File: src/json_string_unescape_decoder_assert.svh
// Assertion macros shared by the string unescape decoder modules.
// Expects clk and rst_n in the scope of the module that includes it.
`ifndef JSON_STRING_UNESCAPE_DECODER_ASSERT_SVH
`define JSON_STRING_UNESCAPE_DECODER_ASSERT_SVH

// Same-cycle implication, disabled during reset
`define JSU_ASSERT_IMPLIES(label, ante, cons) \
    label: assert property (@(posedge clk) disable iff (!rst_n) (ante) |-> (cons)) \
        else $error("assertion failed: %m");

// Next-cycle implication, disabled during reset
`define JSU_ASSERT_NEXT(label, ante, cons) \
    label: assert property (@(posedge clk) disable iff (!rst_n) (ante) |=> (cons)) \
        else $error("assertion failed: %m");

`endif

File: src/jsu_pkg.sv
// Shared types and codes for the JSON string unescape decoder.
// No dependencies; used by the front, queue, back and top modules.
package jsu_pkg;

    // Default depth of the command queue between front and back (power of two)
    localparam int QUEUE_DEPTH = 4;

    // Result kinds
    localparam logic [1:0] RESULT_BYTE  = 2'd0;
    localparam logic [1:0] RESULT_DONE  = 2'd1;
    localparam logic [1:0] RESULT_ERROR = 2'd2;

    // Error codes
    localparam logic [2:0] ERR_NONE         = 3'd0;
    localparam logic [2:0] ERR_NO_QUOTE     = 3'd1;
    localparam logic [2:0] ERR_UNTERM_ESC   = 3'd2;
    localparam logic [2:0] ERR_SHORT_UNI    = 3'd3;
    localparam logic [2:0] ERR_UNKNOWN_ESC  = 3'd4;
    localparam logic [2:0] ERR_UNTERM_STR   = 3'd5;
    localparam logic [2:0] ERR_BAD_HEX      = 3'd6;

    // Work handed from front to back
    typedef enum logic [1:0] {
        CMD_BYTE,
        CMD_DONE,
        CMD_ERROR,
        CMD_UTF8
    } cmd_kind_t;

    // value: byte in [7:0], error code in [2:0], or 16-bit code point
    typedef struct packed {
        cmd_kind_t   kind;
        logic [15:0] value;
    } cmd_t;

endpackage

File: src/jsu_queue.sv
// Small register FIFO carrying commands from the front to the back.
// Depends on jsu_pkg and the assertion macro header.
`include "json_string_unescape_decoder_assert.svh"

module jsu_queue #(
    parameter int DEPTH = jsu_pkg::QUEUE_DEPTH
) (
    input  logic          clk,
    input  logic          rst_n,
    input  logic          push,
    input  jsu_pkg::cmd_t push_cmd,
    output logic          full,
    input  logic          pop,
    output jsu_pkg::cmd_t head,
    output logic          head_valid
);
    import jsu_pkg::*;

    localparam int PTR_W = (DEPTH > 1) ? $clog2(DEPTH) : 1;
    localparam int CNT_W = $clog2(DEPTH + 1);

    cmd_t             entry_reg [DEPTH];
    logic [PTR_W-1:0] wr_ptr_reg, wr_ptr_next;
    logic [PTR_W-1:0] rd_ptr_reg, rd_ptr_next;
    logic [CNT_W-1:0] count_reg, count_next;

    // Pointer and fill count update
    always_comb
    begin
        wr_ptr_next = wr_ptr_reg;
        rd_ptr_next = rd_ptr_reg;
        count_next  = count_reg;
        if (push)
        begin
            wr_ptr_next = (wr_ptr_reg == PTR_W'(DEPTH - 1)) ? '0 : wr_ptr_reg + PTR_W'(1);
        end
        if (pop)
        begin
            rd_ptr_next = (rd_ptr_reg == PTR_W'(DEPTH - 1)) ? '0 : rd_ptr_reg + PTR_W'(1);
        end
        if (push && !pop)
        begin
            count_next = count_reg + CNT_W'(1);
        end
        else if (pop && !push)
        begin
            count_next = count_reg - CNT_W'(1);
        end
    end

    always_ff @(posedge clk or negedge rst_n)
    begin
        if (!rst_n)
        begin
            wr_ptr_reg <= '0;
            rd_ptr_reg <= '0;
            count_reg  <= '0;
        end
        else
        begin
            wr_ptr_reg <= wr_ptr_next;
            rd_ptr_reg <= rd_ptr_next;
            count_reg  <= count_next;
        end
    end

    // Storage, no reset needed
    always_ff @(posedge clk)
    begin
        if (push)
        begin
            entry_reg[wr_ptr_reg] <= push_cmd;
        end
    end

    assign full       = (count_reg == CNT_W'(DEPTH));
    assign head_valid = (count_reg != '0);
    assign head       = entry_reg[rd_ptr_reg];

    `JSU_ASSERT_IMPLIES(a_no_overflow, push, !full)
    `JSU_ASSERT_IMPLIES(a_no_underflow, pop, head_valid)
    `JSU_ASSERT_NEXT(a_push_grows, push && !pop, count_reg == $past(count_reg) + CNT_W'(1))

endmodule

File: src/jsu_front.sv
// Front end: accepts text bytes, tracks string/escape/unicode state and
// emits one command per item that yields results. Depends on jsu_pkg.
module jsu_front (
    input  logic          clk,
    input  logic          rst_n,
    input  logic          text_valid,
    output logic          text_ready,
    input  logic [7:0]    text_byte,
    input  logic          end_of_text,
    input  logic          q_full,
    output logic          push,
    output jsu_pkg::cmd_t push_cmd
);
    import jsu_pkg::*;

    typedef enum logic [1:0] {
        PH_WAIT,
        PH_STR,
        PH_ESC,
        PH_HEX
    } phase_t;

    phase_t      phase_reg, phase_next;
    logic [1:0]  hex_count_reg, hex_count_next;
    logic [15:0] code_point_reg, code_point_next;
    logic        accept;
    logic        has_cmd;
    cmd_t        cmd;
    logic [4:0]  hex;
    logic [15:0] cp_shifted;

    // Hex digit decode: {valid, value}
    function automatic logic [4:0] hex_decode(input logic [7:0] b);
        logic [4:0] r;
        r = 5'd0;
        if (b inside {[8'h30:8'h39]})
        begin
            r = {1'b1, b[3:0]};
        end
        else if (b inside {[8'h61:8'h66], [8'h41:8'h46]})
        begin
            r = {1'b1, b[3:0] + 4'd9};
        end
        return r;
    endfunction

    assign text_ready = !q_full;
    assign accept     = text_valid && text_ready;
    assign hex        = hex_decode(text_byte);
    assign cp_shifted = {code_point_reg[11:0], hex[3:0]};

    // Next state and command
    always_comb
    begin
        phase_next      = phase_reg;
        hex_count_next  = hex_count_reg;
        code_point_next = code_point_reg;
        has_cmd         = 1'b0;
        cmd.kind        = CMD_BYTE;
        cmd.value       = {8'd0, text_byte};
        case (phase_reg)
            PH_STR:
            begin
                if (end_of_text)
                begin
                    has_cmd    = 1'b1;
                    cmd.kind   = CMD_ERROR;
                    cmd.value  = {13'd0, ERR_UNTERM_STR};
                    phase_next = PH_WAIT;
                end
                else if (text_byte == 8'h22)
                begin
                    has_cmd    = 1'b1;
                    cmd.kind   = CMD_DONE;
                    phase_next = PH_WAIT;
                end
                else if (text_byte == 8'h5C)
                begin
                    phase_next = PH_ESC;
                end
                else
                begin
                    has_cmd = 1'b1;
                end
            end
            PH_ESC:
            begin
                phase_next = PH_STR;
                has_cmd    = 1'b1;
                if (end_of_text)
                begin
                    cmd.kind   = CMD_ERROR;
                    cmd.value  = {13'd0, ERR_UNTERM_ESC};
                    phase_next = PH_WAIT;
                end
                else
                begin
                    case (text_byte)
                        8'h22, 8'h5C, 8'h2F: cmd.value = {8'd0, text_byte};
                        8'h62: cmd.value = 16'h0008;
                        8'h66: cmd.value = 16'h000C;
                        8'h6E: cmd.value = 16'h000A;
                        8'h72: cmd.value = 16'h000D;
                        8'h74: cmd.value = 16'h0009;
                        8'h75:
                        begin
                            has_cmd    = 1'b0;
                            phase_next = PH_HEX;
                        end
                        default:
                        begin
                            cmd.kind   = CMD_ERROR;
                            cmd.value  = {13'd0, ERR_UNKNOWN_ESC};
                            phase_next = PH_WAIT;
                        end
                    endcase
                end
                hex_count_next  = 2'd0;
                code_point_next = 16'd0;
            end
            PH_HEX:
            begin
                if (end_of_text || !hex[4])
                begin
                    has_cmd         = 1'b1;
                    cmd.kind        = CMD_ERROR;
                    cmd.value       = {13'd0, end_of_text ? ERR_SHORT_UNI : ERR_BAD_HEX};
                    phase_next      = PH_WAIT;
                    hex_count_next  = 2'd0;
                    code_point_next = 16'd0;
                end
                else if (hex_count_reg == 2'd3)
                begin
                    has_cmd         = 1'b1;
                    cmd.kind        = CMD_UTF8;
                    cmd.value       = cp_shifted;
                    phase_next      = PH_STR;
                    hex_count_next  = 2'd0;
                    code_point_next = 16'd0;
                end
                else
                begin
                    hex_count_next  = hex_count_reg + 2'd1;
                    code_point_next = cp_shifted;
                end
            end
            default:
            begin
                if (end_of_text || !(text_byte inside {8'h22, 8'h20, 8'h09, 8'h0A, 8'h0D}))
                begin
                    has_cmd   = 1'b1;
                    cmd.kind  = CMD_ERROR;
                    cmd.value = {13'd0, ERR_NO_QUOTE};
                end
                else if (text_byte == 8'h22)
                begin
                    phase_next = PH_STR;
                end
                hex_count_next  = 2'd0;
                code_point_next = 16'd0;
            end
        endcase
    end

    assign push     = accept && has_cmd;
    assign push_cmd = cmd;

    // Decoder state, advances only on an accepted item
    always_ff @(posedge clk or negedge rst_n)
    begin
        if (!rst_n)
        begin
            phase_reg      <= PH_WAIT;
            hex_count_reg  <= 2'd0;
            code_point_reg <= 16'd0;
        end
        else if (accept)
        begin
            phase_reg      <= phase_next;
            hex_count_reg  <= hex_count_next;
            code_point_reg <= code_point_next;
        end
    end

endmodule

File: src/jsu_back.sv
// Back end: expands queued commands into result items (1 to 3 UTF-8 bytes
// for a code point) into a registered output stage. Depends on jsu_pkg.
`include "json_string_unescape_decoder_assert.svh"

module jsu_back (
    input  logic          clk,
    input  logic          rst_n,
    input  logic          head_valid,
    input  jsu_pkg::cmd_t head,
    output logic          pop,
    output logic          result_valid,
    input  logic          result_ready,
    output logic [7:0]    data_byte,
    output logic [1:0]    result_kind,
    output logic [2:0]    error_code,
    output logic          last_of_run
);
    import jsu_pkg::*;

    logic [1:0] idx_reg, idx_next;
    logic       valid_reg, valid_next;
    logic [7:0] data_reg, data_next;
    logic [1:0] kind_reg, kind_next;
    logic [2:0] err_reg, err_next;
    logic       last_reg, last_next;
    logic       load;
    logic [1:0] count;
    logic       is_last;

    assign load = head_valid && (!valid_reg || result_ready);

    // Number of result items for the head command
    always_comb
    begin
        count = 2'd1;
        if (head.kind == CMD_UTF8)
        begin
            if (head.value >= 16'h0800)
            begin
                count = 2'd3;
            end
            else if (head.value >= 16'h0080)
            begin
                count = 2'd2;
            end
        end
    end

    assign is_last = (idx_reg == count - 2'd1);

    // Result item for the current position within the head command
    always_comb
    begin
        data_next = 8'd0;
        kind_next = RESULT_BYTE;
        err_next  = ERR_NONE;
        case (head.kind)
            CMD_BYTE: data_next = head.value[7:0];
            CMD_DONE: kind_next = RESULT_DONE;
            CMD_ERROR:
            begin
                kind_next = RESULT_ERROR;
                err_next  = head.value[2:0];
            end
            CMD_UTF8:
            begin
                if (count == 2'd1)
                begin
                    data_next = head.value[7:0];
                end
                else if (idx_reg == 2'd0)
                begin
                    data_next = (count == 2'd2) ? {3'b110, head.value[10:6]}
                                                : {4'b1110, head.value[15:12]};
                end
                else if (is_last)
                begin
                    data_next = {2'b10, head.value[5:0]};
                end
                else
                begin
                    data_next = {2'b10, head.value[11:6]};
                end
            end
            default: data_next = 8'd0;
        endcase
        last_next = is_last;
    end

    assign pop        = load && is_last;
    assign idx_next   = load ? (is_last ? 2'd0 : idx_reg + 2'd1) : idx_reg;
    assign valid_next = load || (valid_reg && !result_ready);

    // Control state
    always_ff @(posedge clk or negedge rst_n)
    begin
        if (!rst_n)
        begin
            idx_reg   <= 2'd0;
            valid_reg <= 1'b0;
        end
        else
        begin
            idx_reg   <= idx_next;
            valid_reg <= valid_next;
        end
    end

    // Output payload
    always_ff @(posedge clk)
    begin
        if (load)
        begin
            data_reg <= data_next;
            kind_reg <= kind_next;
            err_reg  <= err_next;
            last_reg <= last_next;
        end
    end

    assign result_valid = valid_reg;
    assign data_byte    = data_reg;
    assign result_kind  = kind_reg;
    assign error_code   = err_reg;
    assign last_of_run  = last_reg;

    `JSU_ASSERT_IMPLIES(a_mid_run_utf8, idx_reg != 2'd0, head_valid && head.kind == CMD_UTF8)
    `JSU_ASSERT_IMPLIES(a_error_is_last, valid_reg && kind_reg == RESULT_ERROR, last_reg)
    `JSU_ASSERT_IMPLIES(a_err_only_on_error, valid_reg && kind_reg != RESULT_ERROR, err_reg == ERR_NONE)

endmodule

File: src/json_string_unescape_decoder.sv
// Each command passes through the queue, then the back end's output register.
// Throughput: one text item per cycle while the command queue has room; the
// back end delivers one result item per cycle while result_ready is high, so a
// \u escape expanding to three UTF-8 bytes holds the back end for all three bytes.
// Reset (rst_n low, asynchronous): waiting for an opening quote, queue empty,
// no result valid.
module json_string_unescape_decoder #(
    parameter int QUEUE_DEPTH = jsu_pkg::QUEUE_DEPTH
) (
    input  logic       clk,
    input  logic       rst_n,
    input  logic       text_valid,
    output logic       text_ready,
    input  logic [7:0] text_byte,
    input  logic       end_of_text,
    output logic       result_valid,
    input  logic       result_ready,
    output logic [7:0] data_byte,
    output logic [1:0] result_kind,
    output logic [2:0] error_code,
    output logic       last_of_run
);
    import jsu_pkg::*;

    logic q_full;
    logic push;
    cmd_t push_cmd;
    logic pop;
    cmd_t head;
    logic head_valid;

    jsu_front u_front (
        .clk        (clk),
        .rst_n      (rst_n),
        .text_valid (text_valid),
        .text_ready (text_ready),
        .text_byte  (text_byte),
        .end_of_text(end_of_text),
        .q_full     (q_full),
        .push       (push),
        .push_cmd   (push_cmd)
    );

    jsu_queue #(
        .DEPTH(QUEUE_DEPTH)
    ) u_queue (
        .clk       (clk),
        .rst_n     (rst_n),
        .push      (push),
        .push_cmd  (push_cmd),
        .full      (q_full),
        .pop       (pop),
        .head      (head),
        .head_valid(head_valid)
    );

    jsu_back u_back (
        .clk         (clk),
        .rst_n       (rst_n),
        .head_valid  (head_valid),
        .head        (head),
        .pop         (pop),
        .result_valid(result_valid),
        .result_ready(result_ready),
        .data_byte   (data_byte),
        .result_kind (result_kind),
        .error_code  (error_code),
        .last_of_run (last_of_run)
    );

endmodule
File: config.mk
export PLATFORM = sky130hd
export DESIGN_NAME = json_string_unescape_decoder
export DESIGN_NICKNAME = d
export VERILOG_FILES = /design/src/jsu_pkg.sv /design/src/jsu_queue.sv /design/src/jsu_front.sv /design/src/jsu_back.sv /design/src/json_string_unescape_decoder.sv
export VERILOG_INCLUDE_DIRS = /design/src /design/src/src
export SDC_FILE = /design/constraint.sdc
export NUM_CORES = 1
export LEC_CHECK = 0
export BUFFER_PORTS_ARGS = -buffer_cell sky130_fd_sc_hd__buf_4
export CORE_MARGIN = 4
export CORE_UTILIZATION = 50
export CTS_BUF_LIST = sky130_fd_sc_hd__clkbuf_8
export DETAILED_ROUTE_END_ITERATION = 8
export GPL_TIMING_DRIVEN = 0
export PLACE_DENSITY = 0.75
export SYNTH_ARGS = -nofsm -noshare
export SYNTH_HDL_FRONTEND = slang
export SYNTH_SLANG_ARGS = --single-unit
File: constraint.sdc
create_clock -name clk -period 4.7 [get_ports clk]
set_input_delay 0.47 -clock clk [delete_from_list [all_inputs] [get_ports clk]]
set_output_delay 0.47 -clock clk [all_outputs]
set_load 0.005 [all_outputs]
==> impl_metrics.env, run 1 <==
export IMPL_ant_nets=0
export IMPL_fmax_mhz=247
export IMPL_layout_nets=511
export IMPL_setup_slack_ns=0.649
export IMPL_synth_cell_types=78
export IMPL_port_buffers=25
export IMPL_drt_iter0_drc=315
export IMPL_yosysWarnings=0
export IMPL_gp_congestion=0.883
export IMPL_utilization=0.572
export IMPL_drive_above_1_share=0.175
export IMPL_tns_ns=0
export IMPL_grtUsageTotal=0.186
export IMPL_cts_sinks=112
export IMPL_skew_ns=0.0192
export IMPL_end_kind="flop"
export IMPL_whs_path_depth=2
export IMPL_p_switching_mw=1.37
export IMPL_initial_core_util=0.520
export IMPL_worstSetupStartpointType="flop"
export IMPL_min_from="result_ready"
export IMPL_tightest_slew_ns=1.04
export IMPL_dieWidth_um=115
export IMPL_finalCritPeriodShare=0.862
export IMPL_area_delta_synth_final_pct=9.97
export IMPL_syn_nets=473
export IMPL_clock_latency_ns=0.37
export IMPL_first_pass_iters=6
export IMPL_combPwrFrac=0.449
export IMPL_rrSetupSlack_ns=0.65
export IMPL_synth_seq_cells=112
export IMPL_grt_setup_unrepaired="false"
export IMPL_power_density_nw_per_um2=579
export IMPL_core_area_um2=11100
export IMPL_hpwl_mm=8.36
export IMPL_worst_path_max_fanout=10
export IMPL_ir_drop_mv=0.336
export IMPL_grt_max_degree=27
export IMPL_cp_required_ns=5.00
export IMPL_cts_resized_gates=0
export IMPL_grt_pass1_vias=3727
export IMPL_drt_wl_total_mm=11.5
export IMPL_vias=3732
export IMPL_postSynthCellCount=437
export IMPL_min_path_type="in2reg"
export IMPL_grt_pass1_wl_mm=19.3
export IMPL_worstHoldEndpoint="u_back.result_valid"
export IMPL_finalSetupViolCount=0
export IMPL_maxCapViolations=0
export IMPL_avgSynthCellArea_um2=13.2
export IMPL_drv_slew=0
export IMPL_critPathKind="reg2reg"
export IMPL_final_common_cell="edfxtp_1"
export IMPL_placementRows=38
export IMPL_cts_tree="yes"
export IMPL_grt_antenna_before_repair=0
export IMPL_worst_slew_margin_rel=0.306
export IMPL_p_sw_frac=0.375
export IMPL_crit_path_start="u_queue.rd_ptr_reg[0]"
export IMPL_reg2reg_from="u_queue.rd_ptr_reg[0]"
export IMPL_routed_via_density=6.02
export IMPL_p_int_mw=2.29
export IMPL_num_io_pins=29
export IMPL_r2r_cells=15
export IMPL_cts_buffer_depth=2
export IMPL_final_cell_mix="86 x edfxtp_1, 27 x nand2_1, 26 x dfrtp_1"
export IMPL_synthFlopType="edfxtp_1"
export IMPL_final_hold_viol_count=0
export IMPL_synth_area_um2=5760
export IMPL_synth_edf_count=86
export IMPL_die_area_um2=13300
export IMPL_wl_per_cell_um=18.6
export IMPL_power_leakage_nw=2.34
export IMPL_dp_slack_ns=0.599
export IMPL_drc=0
export IMPL_clkTransAtPathRegs_ns=0.11
export IMPL_seq_power_share=0.407
export IMPL_root_buffer="clkbuf_8"
export IMPL_run_status="completed"
export IMPL_clkPwrFrac=0.144
export IMPL_fp_dieH_um=115
export IMPL_htreeDepth=3
export IMPL_grt_overflow_total=0
export IMPL_fin_crit_ns=4.05
export IMPL_antenna_cells=0
export IMPL_yosysSeqAreaShare=0.561
export IMPL_async_flop_share=0.232
export IMPL_largest_register_ffs=72
export IMPL_cts_buffers=9
export IMPL_r2r_end="u_queue.count_reg[2]"
export IMPL_arrival_ns=4.35
[routing by layer]
layer  GRT usage  routed length (um)
met5           0                   0
met4      0.0462                 250
met3      0.0368                 587
met2       0.318                5840
met1       0.246                4840
[power groups by stage]
| stage | Combinational [mW] | Clock (mW) | Sequential, mW |
|---|---|---|---|
| final | 1.65 | 0.526 | 1.49 |
| after global routing | 1.81 | 0.587 | 1.52 |
| after CTS | 1.65 | 0.539 | 1.50 |
| after detailed placement | 1.64 | 0 | 1.52 |
| after global placement | 1.58 | 0 | 1.51 |
| after floorplan | 1.17 | 0 | 1.50 |
[per-stage QoR]
step	cells	area (um2)	hold WS, ns	total power, mW
detailed placement	603	6140	0.404	3.16
floorplan	437	5760	0.174	2.67
finish	620	6330	0.281	3.67
global route	620	6330	0.260	3.92
global placement	602	6120	0.399	3.09
CTS	620	6330	0.266	3.69
[logic make-up after synthesis]
family | after synthesis | share of synthesized area
AOI/OAI and AO/OA | 105 | 0.135
xor gates and xnor gates | 5 | 0.00760
adders and majority gates | 23 | 0.0513
buffers and inverters | 45 | 0.0315
DFF | 112 | 0.561
muxes | 28 | 0.0925
and+or+nand+nor | 119 | 0.121
[worst max-delay path by stage]
stage / endpoint / cells past startpoint
global placement: u_queue.count_reg[1] / 14
CTS: u_queue.count_reg[2] / 16
floorplan: u_queue.count_reg[1] / 14
finish: u_queue.count_reg[2] / 15
global route: u_queue.count_reg[2] / 16
detailed placement: u_queue.count_reg[2] / 16
[Yosys cell counts (3+ instances only)]
cell type	n	share of area
edfxtp_1	86	0.45
nand2_1	27	0.018
dfrtp_1	26	0.11
o21ai_0	24	0.021
inv_1	23	0.015
ha_1	22	0.048
nor2_1	19	0.012
and2_1	17	0.018
a21oi_1	14	0.012
mux4_2	14	0.055
a22o_1	13	0.020
clkbuf_1	13	0.0085
nand3_1	12	0.010
o21ai_1	8	0.0070
nor3_1	6	0.0052
o31ai_1	6	0.0078
mux2_1	5	0.0098
a31oi_1	4	0.0043
buf_1	4	0.0026
mux4_1	4	0.018
nand2b_1	4	0.0043
a211oi_1	3	0.0039
a21o_1	3	0.0039
and3b_1	3	0.0046
buf_2	3	0.0026
mux2i_1	3	0.0052
nand4_1	3	0.0033
nor4_2	3	0.0065
o22ai_1	3	0.0033
or2_2	3	0.0033
xnor2_1	3	0.0046
[what timing repair did]
item / 4_1_cts / 5_1_grt
hold buffers: 1 / 0
endpoints found under the hold margin: 22 / 0
setup buffers: 0 / 0
[cell type report]
class                           count  area, um2
Multi-Input combinational cell    280       2350
Timing Repair Buffer               27        213
Tap cell                          140        175
Buffer                             22       95.1
Inverter                           23       86.3
Clock inverter                      7       58.8
Clock buffer                        9        124
Fill cell                         915       4740
Sequential cell                   112       3230
[worst max-delay path, cell delays in order, from the launching register on]
cell      delay (ns)
dfrtp_1         0.42
buf_6           0.21
buf_1           0.60
mux4_2          0.65
ha_1            0.25
buf_2           0.20
nand3_1         0.16
o211ai_4        0.15
and2_4          0.22
inv_1           0.06
ha_1            0.17
inv_1           0.06
fa_1            0.37
xor2_1          0.17
nor2_1          0.11
xor2_1          0.17
Note: power is estimated with default switching activity, not from simulation.
==> run 2: changes to the inputs <==
CAP_MARGIN = 5   (was not set)
CTS_CLUSTER_SIZE = 8   (was not set)
PLACE_DENSITY = 0.67   (was 0.75)
==> run 2 against run 1 <==
Compared with the run above:
- clock skew down 0.0065 ns
- routed wire length is 0.30% higher
- sequential share of layout area shrank 0.17 points
- clock-buffer cell count unchanged
- via count down 0.51%
- sequential power about the same
- non-clock buffer count did not move
- critical path depth shrank 1
- sequential cell count is the same
- utilization rose by 0.19 points
- critical path type unchanged
- critical endpoint is now u_queue.count_reg[1]
- largest cell class unchanged
- largest power group unchanged
==> impl_metrics.env, run 2 (synthesized netlist as in run 1, its figures left out) <==
export IMPL_final_common_cell="edfxtp_1"
export IMPL_ant_nets=0
export IMPL_multi_input_area_um2=2350
export IMPL_grt_max_degree=27
export IMPL_antenna_cells=0
export IMPL_r2r_end="u_queue.count_reg[1]"
export IMPL_largest_register_ffs=72
export IMPL_tns_ns=0
export IMPL_core_area_um2=11100
export IMPL_port_buffers=25
export IMPL_fp_dieH_um=115
export IMPL_worst_path_max_fanout=10
export IMPL_final_cell_mix="86 x edfxtp_1, 27 x nand2_1, 26 x dfrtp_1"
export IMPL_cts_buffers=9
export IMPL_fin_crit_ns=4.08
export IMPL_drt_iter0_drc=241
export IMPL_r2r_cells=14
export IMPL_grt_pass1_vias=3759
export IMPL_end_kind="flop"
export IMPL_worstHoldEndpoint="u_back.result_valid"
export IMPL_placementRows=38
export IMPL_max_stage_delay_ns=0.64
export IMPL_dieWidth_um=115
export IMPL_regArea_um2=3230
export IMPL_tightest_slew_ns=1.02
export IMPL_initial_core_util=0.520
export IMPL_cp_required_ns=4.96
export IMPL_hpwl_mm=8.33
export IMPL_whs_path_depth=2
export IMPL_first_pass_iters=6
export IMPL_place_inst=603
export IMPL_critPathKind="reg2reg"
export IMPL_power_density_nw_per_um2=585
export IMPL_final_hold_viol_count=0
export IMPL_die_area_um2=13300
export IMPL_cts_sinks=112
export IMPL_grt_setup_unrepaired="false"
export IMPL_clkTransAtPathRegs_ns=0.11
export IMPL_cts_tree="yes"
export IMPL_cpMaxStageDelayCell="mux4_2"
export IMPL_finalSetupViolCount=0
export IMPL_grt_antenna_before_repair=0
export IMPL_reg2reg_from="u_queue.rd_ptr_reg[0]"
export IMPL_wl_per_cell_um=18.6
export IMPL_rrSetupSlack_ns=0.62
export IMPL_worstSetupStartpointType="flop"
export IMPL_drv_slew=0
export IMPL_grtUsageTotal=0.187
export IMPL_maxCapViolations=0
export IMPL_drive_above_1_share=0.179
export IMPL_drc=0
export IMPL_final_cells=620
export IMPL_arrival_ns=4.34
export IMPL_drt_wl_total_mm=11.6
export IMPL_cts_buffer_depth=2
export IMPL_crit_path_frequent_cell="inv_1"
export IMPL_vias=3713
export IMPL_gp_congestion=0.877
export IMPL_num_io_pins=29
export IMPL_ir_drop_mv=0.322
export IMPL_min_from="result_ready"
export IMPL_cts_resized_gates=0
export IMPL_finalCritPeriodShare=0.868
export IMPL_layout_nets=511
export IMPL_fmax_mhz=245
export IMPL_run_status="completed"
export IMPL_root_buffer="clkbuf_8"
export IMPL_grt_pass1_wl_mm=19.3
export IMPL_htreeDepth=3
export IMPL_grt_overflow_total=0
export IMPL_skew_ns=0.0127
export IMPL_clock_latency_ns=0.37
export IMPL_min_path_type="in2reg"
export IMPL_worst_slew_margin_rel=0.319
export IMPL_n_fill_cell=889
export IMPL_routed_via_density=5.99
export IMPL_area_delta_synth_final_pct=10.3
export IMPL_cp_cell_sequence="buf_6 > buf_1 > mux4_2 > ha_1 > buf_2 > inv_1 > a21oi_2 > o211ai_4 > and2_4 > inv_1 > ha_1 > inv_1 > fa_1 > mux2_2"
export IMPL_power_leakage_nw=2.34
[run 2: cell count changes in the layout (fill, tap and decap cells not counted)]
cell / previous run / this run
clkinv_8: 1 / 0
bufinv_16: 0 / 1
inv_6: 2 / 1
inv_8: 0 / 1
clkinvlp_4: 0 / 1
inv_1: 24 / 23
clkinv_1: 1 / 0
clkinvlp_2: 0 / 1
[run 2: through the flow]
stage / utilization / setup slack [ns] / hold WS (ns) / area (um2) / power [mW]
2_1_floorplan: - / 1.16 / 0.174 / 5760 / 2.67
3_3_place_gp: 0.553 / 0.631 / 0.403 / 6120 / 3.10
3_5_place_dp: 0.554 / 0.595 / 0.410 / 6140 / 3.17
4_1_cts: 0.574 / 0.565 / 0.279 / 6360 / 3.74
5_1_grt: 0.574 / 0.319 / 0.279 / 6360 / 3.98
6_report: 0.574 / 0.620 / 0.297 / 6360 / 3.72
[run 2: how the worst max path moves through the flow]
stage                                     start              endpoint
after detailed placement  u_queue.rd_ptr_reg[0]  u_queue.count_reg[1]
after global placement    u_queue.rd_ptr_reg[0]  u_queue.count_reg[1]
after global routing      u_queue.rd_ptr_reg[1]  u_queue.count_reg[2]
final                     u_queue.rd_ptr_reg[0]  u_queue.count_reg[1]
after floorplan           u_queue.rd_ptr_reg[0]  u_queue.count_reg[1]
after CTS                 u_queue.rd_ptr_reg[0]  u_queue.count_reg[1]
[run 2: metal layers]
layer,share of wire,vias to the layer above,wire length (um),track usage
met5,0,-,0,0
met4,0.016,0,187,0.0595
met3,0.054,15,619,0.0405
met2,0.49,135,5700,0.312
met1,0.44,1812,5050,0.247
li1,-,1751,-,-
[run 2: report_power, final]
group	switching (mW)	total, mW	internal [mW]
registers	0.0918	1.49	1.40
clock network	0.324	0.576	0.253
logic	0.959	1.65	0.690
total	1.37	3.72	2.34
[run 2: what timing repair did]
action	4_1_cts	5_1_grt
hold buffers	1	0
hold endpoints to repair	21	0
buffers inserted	0	0
[run 2: cell type report]
type / instances / share of cell area
buffer: 22 / 0.0150
clock buffer: 9 / 0.0195
clock inverter: 7 / 0.0126
inverter: 23 / 0.0136
multi-input combinational: 280 / 0.370
sequential: 112 / 0.509
tap: 140 / 0.0276
timing repair buffer: 27 / 0.0335
[run 2: critical path, delay by kind of cell (launching register included)]
family / cells / cell delay, ns
buffers and inverters: 6 / 1.25
multiplexers: 2 / 0.92
adder cells (fa/ha/maj): 3 / 0.88
flip-flops: 1 / 0.43
AO/OA/AOI/OAI: 2 / 0.24
AND/OR/NAND/NOR: 1 / 0.24
==> run 3: changes to the inputs <==
ABC_CLOCK_PERIOD_IN_PS = 4700   (was not set)
CORE_UTILIZATION = 60   (was 50)
PLACE_DENSITY = 0.78   (was 0.67)
SKIP_LAST_GASP = 1   (was not set)
==> run 3 against run 2 <==
Compared with the run above:
- highest routed layer unchanged
- register-to-register slack improved by 0.02 ns
- clock-buffer cell count did not move
- sequential cell count did not move
- the flow now finishes with violations (negative hold slack)
- sequential power barely moved
- worst setup slack improved by 0.025 ns
- largest cell class unchanged
- combinational power barely moved
- design area fell by 0.77%
- maximum frequency rose by 0.62%
==> impl_metrics.env, run 3 (synthesized netlist as in run 1, its figures left out) <==
export IMPL_post_cts_buffers=0
export IMPL_cts_sinks=112
export IMPL_place_inst=592
export IMPL_largest_register_ffs=72
export IMPL_combPwrFrac=0.446
export IMPL_tightest_slew_ns=1.06
export IMPL_cts_buffer_depth=2
export IMPL_p_switching_mw=1.34
export IMPL_p_sw_frac=0.369
export IMPL_drc=0
export IMPL_final_common_cell="edfxtp_1"
export IMPL_cp_cell_sequence="buf_6 > buf_1 > mux4_2 > ha_1 > buf_2 > inv_1 > a21oi_2 > o211ai_4 > and2_4 > inv_1 > ha_1 > inv_1 > fa_1 > mux2_2"
export IMPL_power_mw=3.63
export IMPL_arrival_ns=4.31
export IMPL_cts_resized_gates=0
export IMPL_regArea_um2=3230
export IMPL_first_pass_iters=5
export IMPL_grtUsageTotal=0.212
export IMPL_finalCritPeriodShare=0.863
export IMPL_ant_nets=0
export IMPL_crit_path_frequent_cell="inv_1"
export IMPL_p_int_mw=2.29
export IMPL_min_path_type="in2async"
export IMPL_hold_worst_slack_ns=-0.00240
export IMPL_clkPwrFrac=0.142
export IMPL_setup_slack_ns=0.645
export IMPL_hpwl_mm=8.20
export IMPL_cpMaxStageDelayCell="mux4_2"
export IMPL_drv_slew=0
export IMPL_core_area_um2=9280
export IMPL_area_delta_synth_final_pct=9.49
export IMPL_worstSetupStartpointType="flop"
export IMPL_layout_nets=510
export IMPL_fin_crit_ns=4.05
export IMPL_die_area_um2=11200
export IMPL_ctsHoldBuffers=0
export IMPL_dieWidth_um=106
export IMPL_final_cells=608
export IMPL_grt_overflow_total=0
export IMPL_critPathKind="reg2reg"
export IMPL_power_density_nw_per_um2=576
export IMPL_end_kind="flop"
export IMPL_worst_path_max_fanout=10
export IMPL_multi_input_area_um2=2350
export IMPL_initial_core_util=0.620
export IMPL_placementRows=35
export IMPL_drive_above_1_share=0.177
export IMPL_seq_power_share=0.412
export IMPL_drt_iter0_drc=233
export IMPL_fin_area_um2=6310
export IMPL_ir_drop_mv=0.315
export IMPL_antenna_cells=0
export IMPL_vias=3808
export IMPL_critPathBufInv=6
export IMPL_port_buffers=25
export IMPL_finalSetupViolCount=0
export IMPL_worst_slew_margin_rel=0.292
export IMPL_drt_wl_total_mm=11.1
export IMPL_violations="negative hold slack"
export IMPL_root_buffer="clkbuf_8"
export IMPL_run_status="finished with violations"
export IMPL_crit_family="buffers and inverters"
export IMPL_final_cell_mix="86 x edfxtp_1, 27 x nand2_1, 26 x dfrtp_1"
export IMPL_cp_required_ns=4.95
export IMPL_grt_antenna_before_repair=0
export IMPL_grt_setup_unrepaired="false"
export IMPL_routed_via_density=6.26
export IMPL_clock_latency_ns=0.36
export IMPL_dpl_instance_area_um2=6130
export IMPL_wl_per_cell_um=18.3
export IMPL_num_io_pins=29
export IMPL_cts_tree="yes"
export IMPL_grt_max_degree=27
export IMPL_tns_ns=0
export IMPL_grt_pass1_wl_mm=18.8
export IMPL_skew_ns=0.0184
export IMPL_maxCapViolations=0
export IMPL_grt_pass1_vias=3725
export IMPL_gp_congestion=0.974
export IMPL_max_stage_delay_ns=0.66
export IMPL_power_leakage_nw=2.33
export IMPL_htreeDepth=3
export IMPL_cts_buffers=9
export IMPL_n_fill_cell=652
export IMPL_fmax_mhz=247
export IMPL_fp_dieH_um=106
export IMPL_final_hold_viol_count=2
export IMPL_dp_slack_ns=0.631
export IMPL_clkTransAtPathRegs_ns=0.11
run 3: cell type report:
cell class,count,area share
buffer,22,0.0151
tap,129,0.0256
clock inverter,7,0.00873
multi-input combinational,280,0.373
clock buffer,9,0.0196
sequential,112,0.513
inverter,23,0.0137
timing repair buffer,26,0.0321
run 3: worst register-to-register path, delay by kind of cell (launching register included):
family	cells	cell delay, ns
muxes	2	0.93
DFF	1	0.43
AOI/OAI and AO/OA	2	0.24
adders and majority gates	3	0.86
and+or+nand+nor	1	0.24
buffers and inverters	6	1.24
run 3: final timing paths:
kind | startpoint | end | slack, ns | cells past startpoint
max in group asynchronous | rst_n | u_queue.rd_ptr_reg[1] | 4.41 | 1
min in group clk | result_ready | u_back.result_valid | 0.29 | 2
hold / removal | rst_n | u_front.phase_reg[0] | -0.002 | 1
hold reg to reg | u_front.hex_count_reg[0] | u_front.hex_count_reg[0] | 0.51 | 1
setup reg to reg | u_queue.rd_ptr_reg[0] | u_queue.count_reg[1] | 0.65 | 14
setup / recovery | u_queue.rd_ptr_reg[0] | u_queue.count_reg[1] | 0.65 | 14
run 3: power groups by stage:
stage | sequential [mW] | combinational, mW | clock (mW)
3_3_place_gp | 1.51 | 1.58 | 0
5_1_grt | 1.52 | 1.79 | 0.568
2_1_floorplan | 1.50 | 1.17 | 0
6_report | 1.50 | 1.62 | 0.515
4_1_cts | 1.50 | 1.63 | 0.520
3_5_place_dp | 1.52 | 1.62 | 0
run 3: metrics by stage:
| stage | hold slack, ns | util |
|---|---|---|
| after floorplan | 0.174 | - |
| after global placement | 0.398 | 0.658 |
| after detailed placement | 0.406 | 0.660 |
| after CTS | 0.000120 | 0.679 |
| after global routing | 0.00304 | 0.679 |
| final | -0.00240 | 0.679 |
run 3: metal layers:
layer  up-vias  part of all wire  GRT usage
met5         -                 0          0
met1      1883              0.43      0.277
met3        24             0.053     0.0395
met4         0             0.022     0.0777
li1       1749                 -          -
met2       152              0.49      0.357
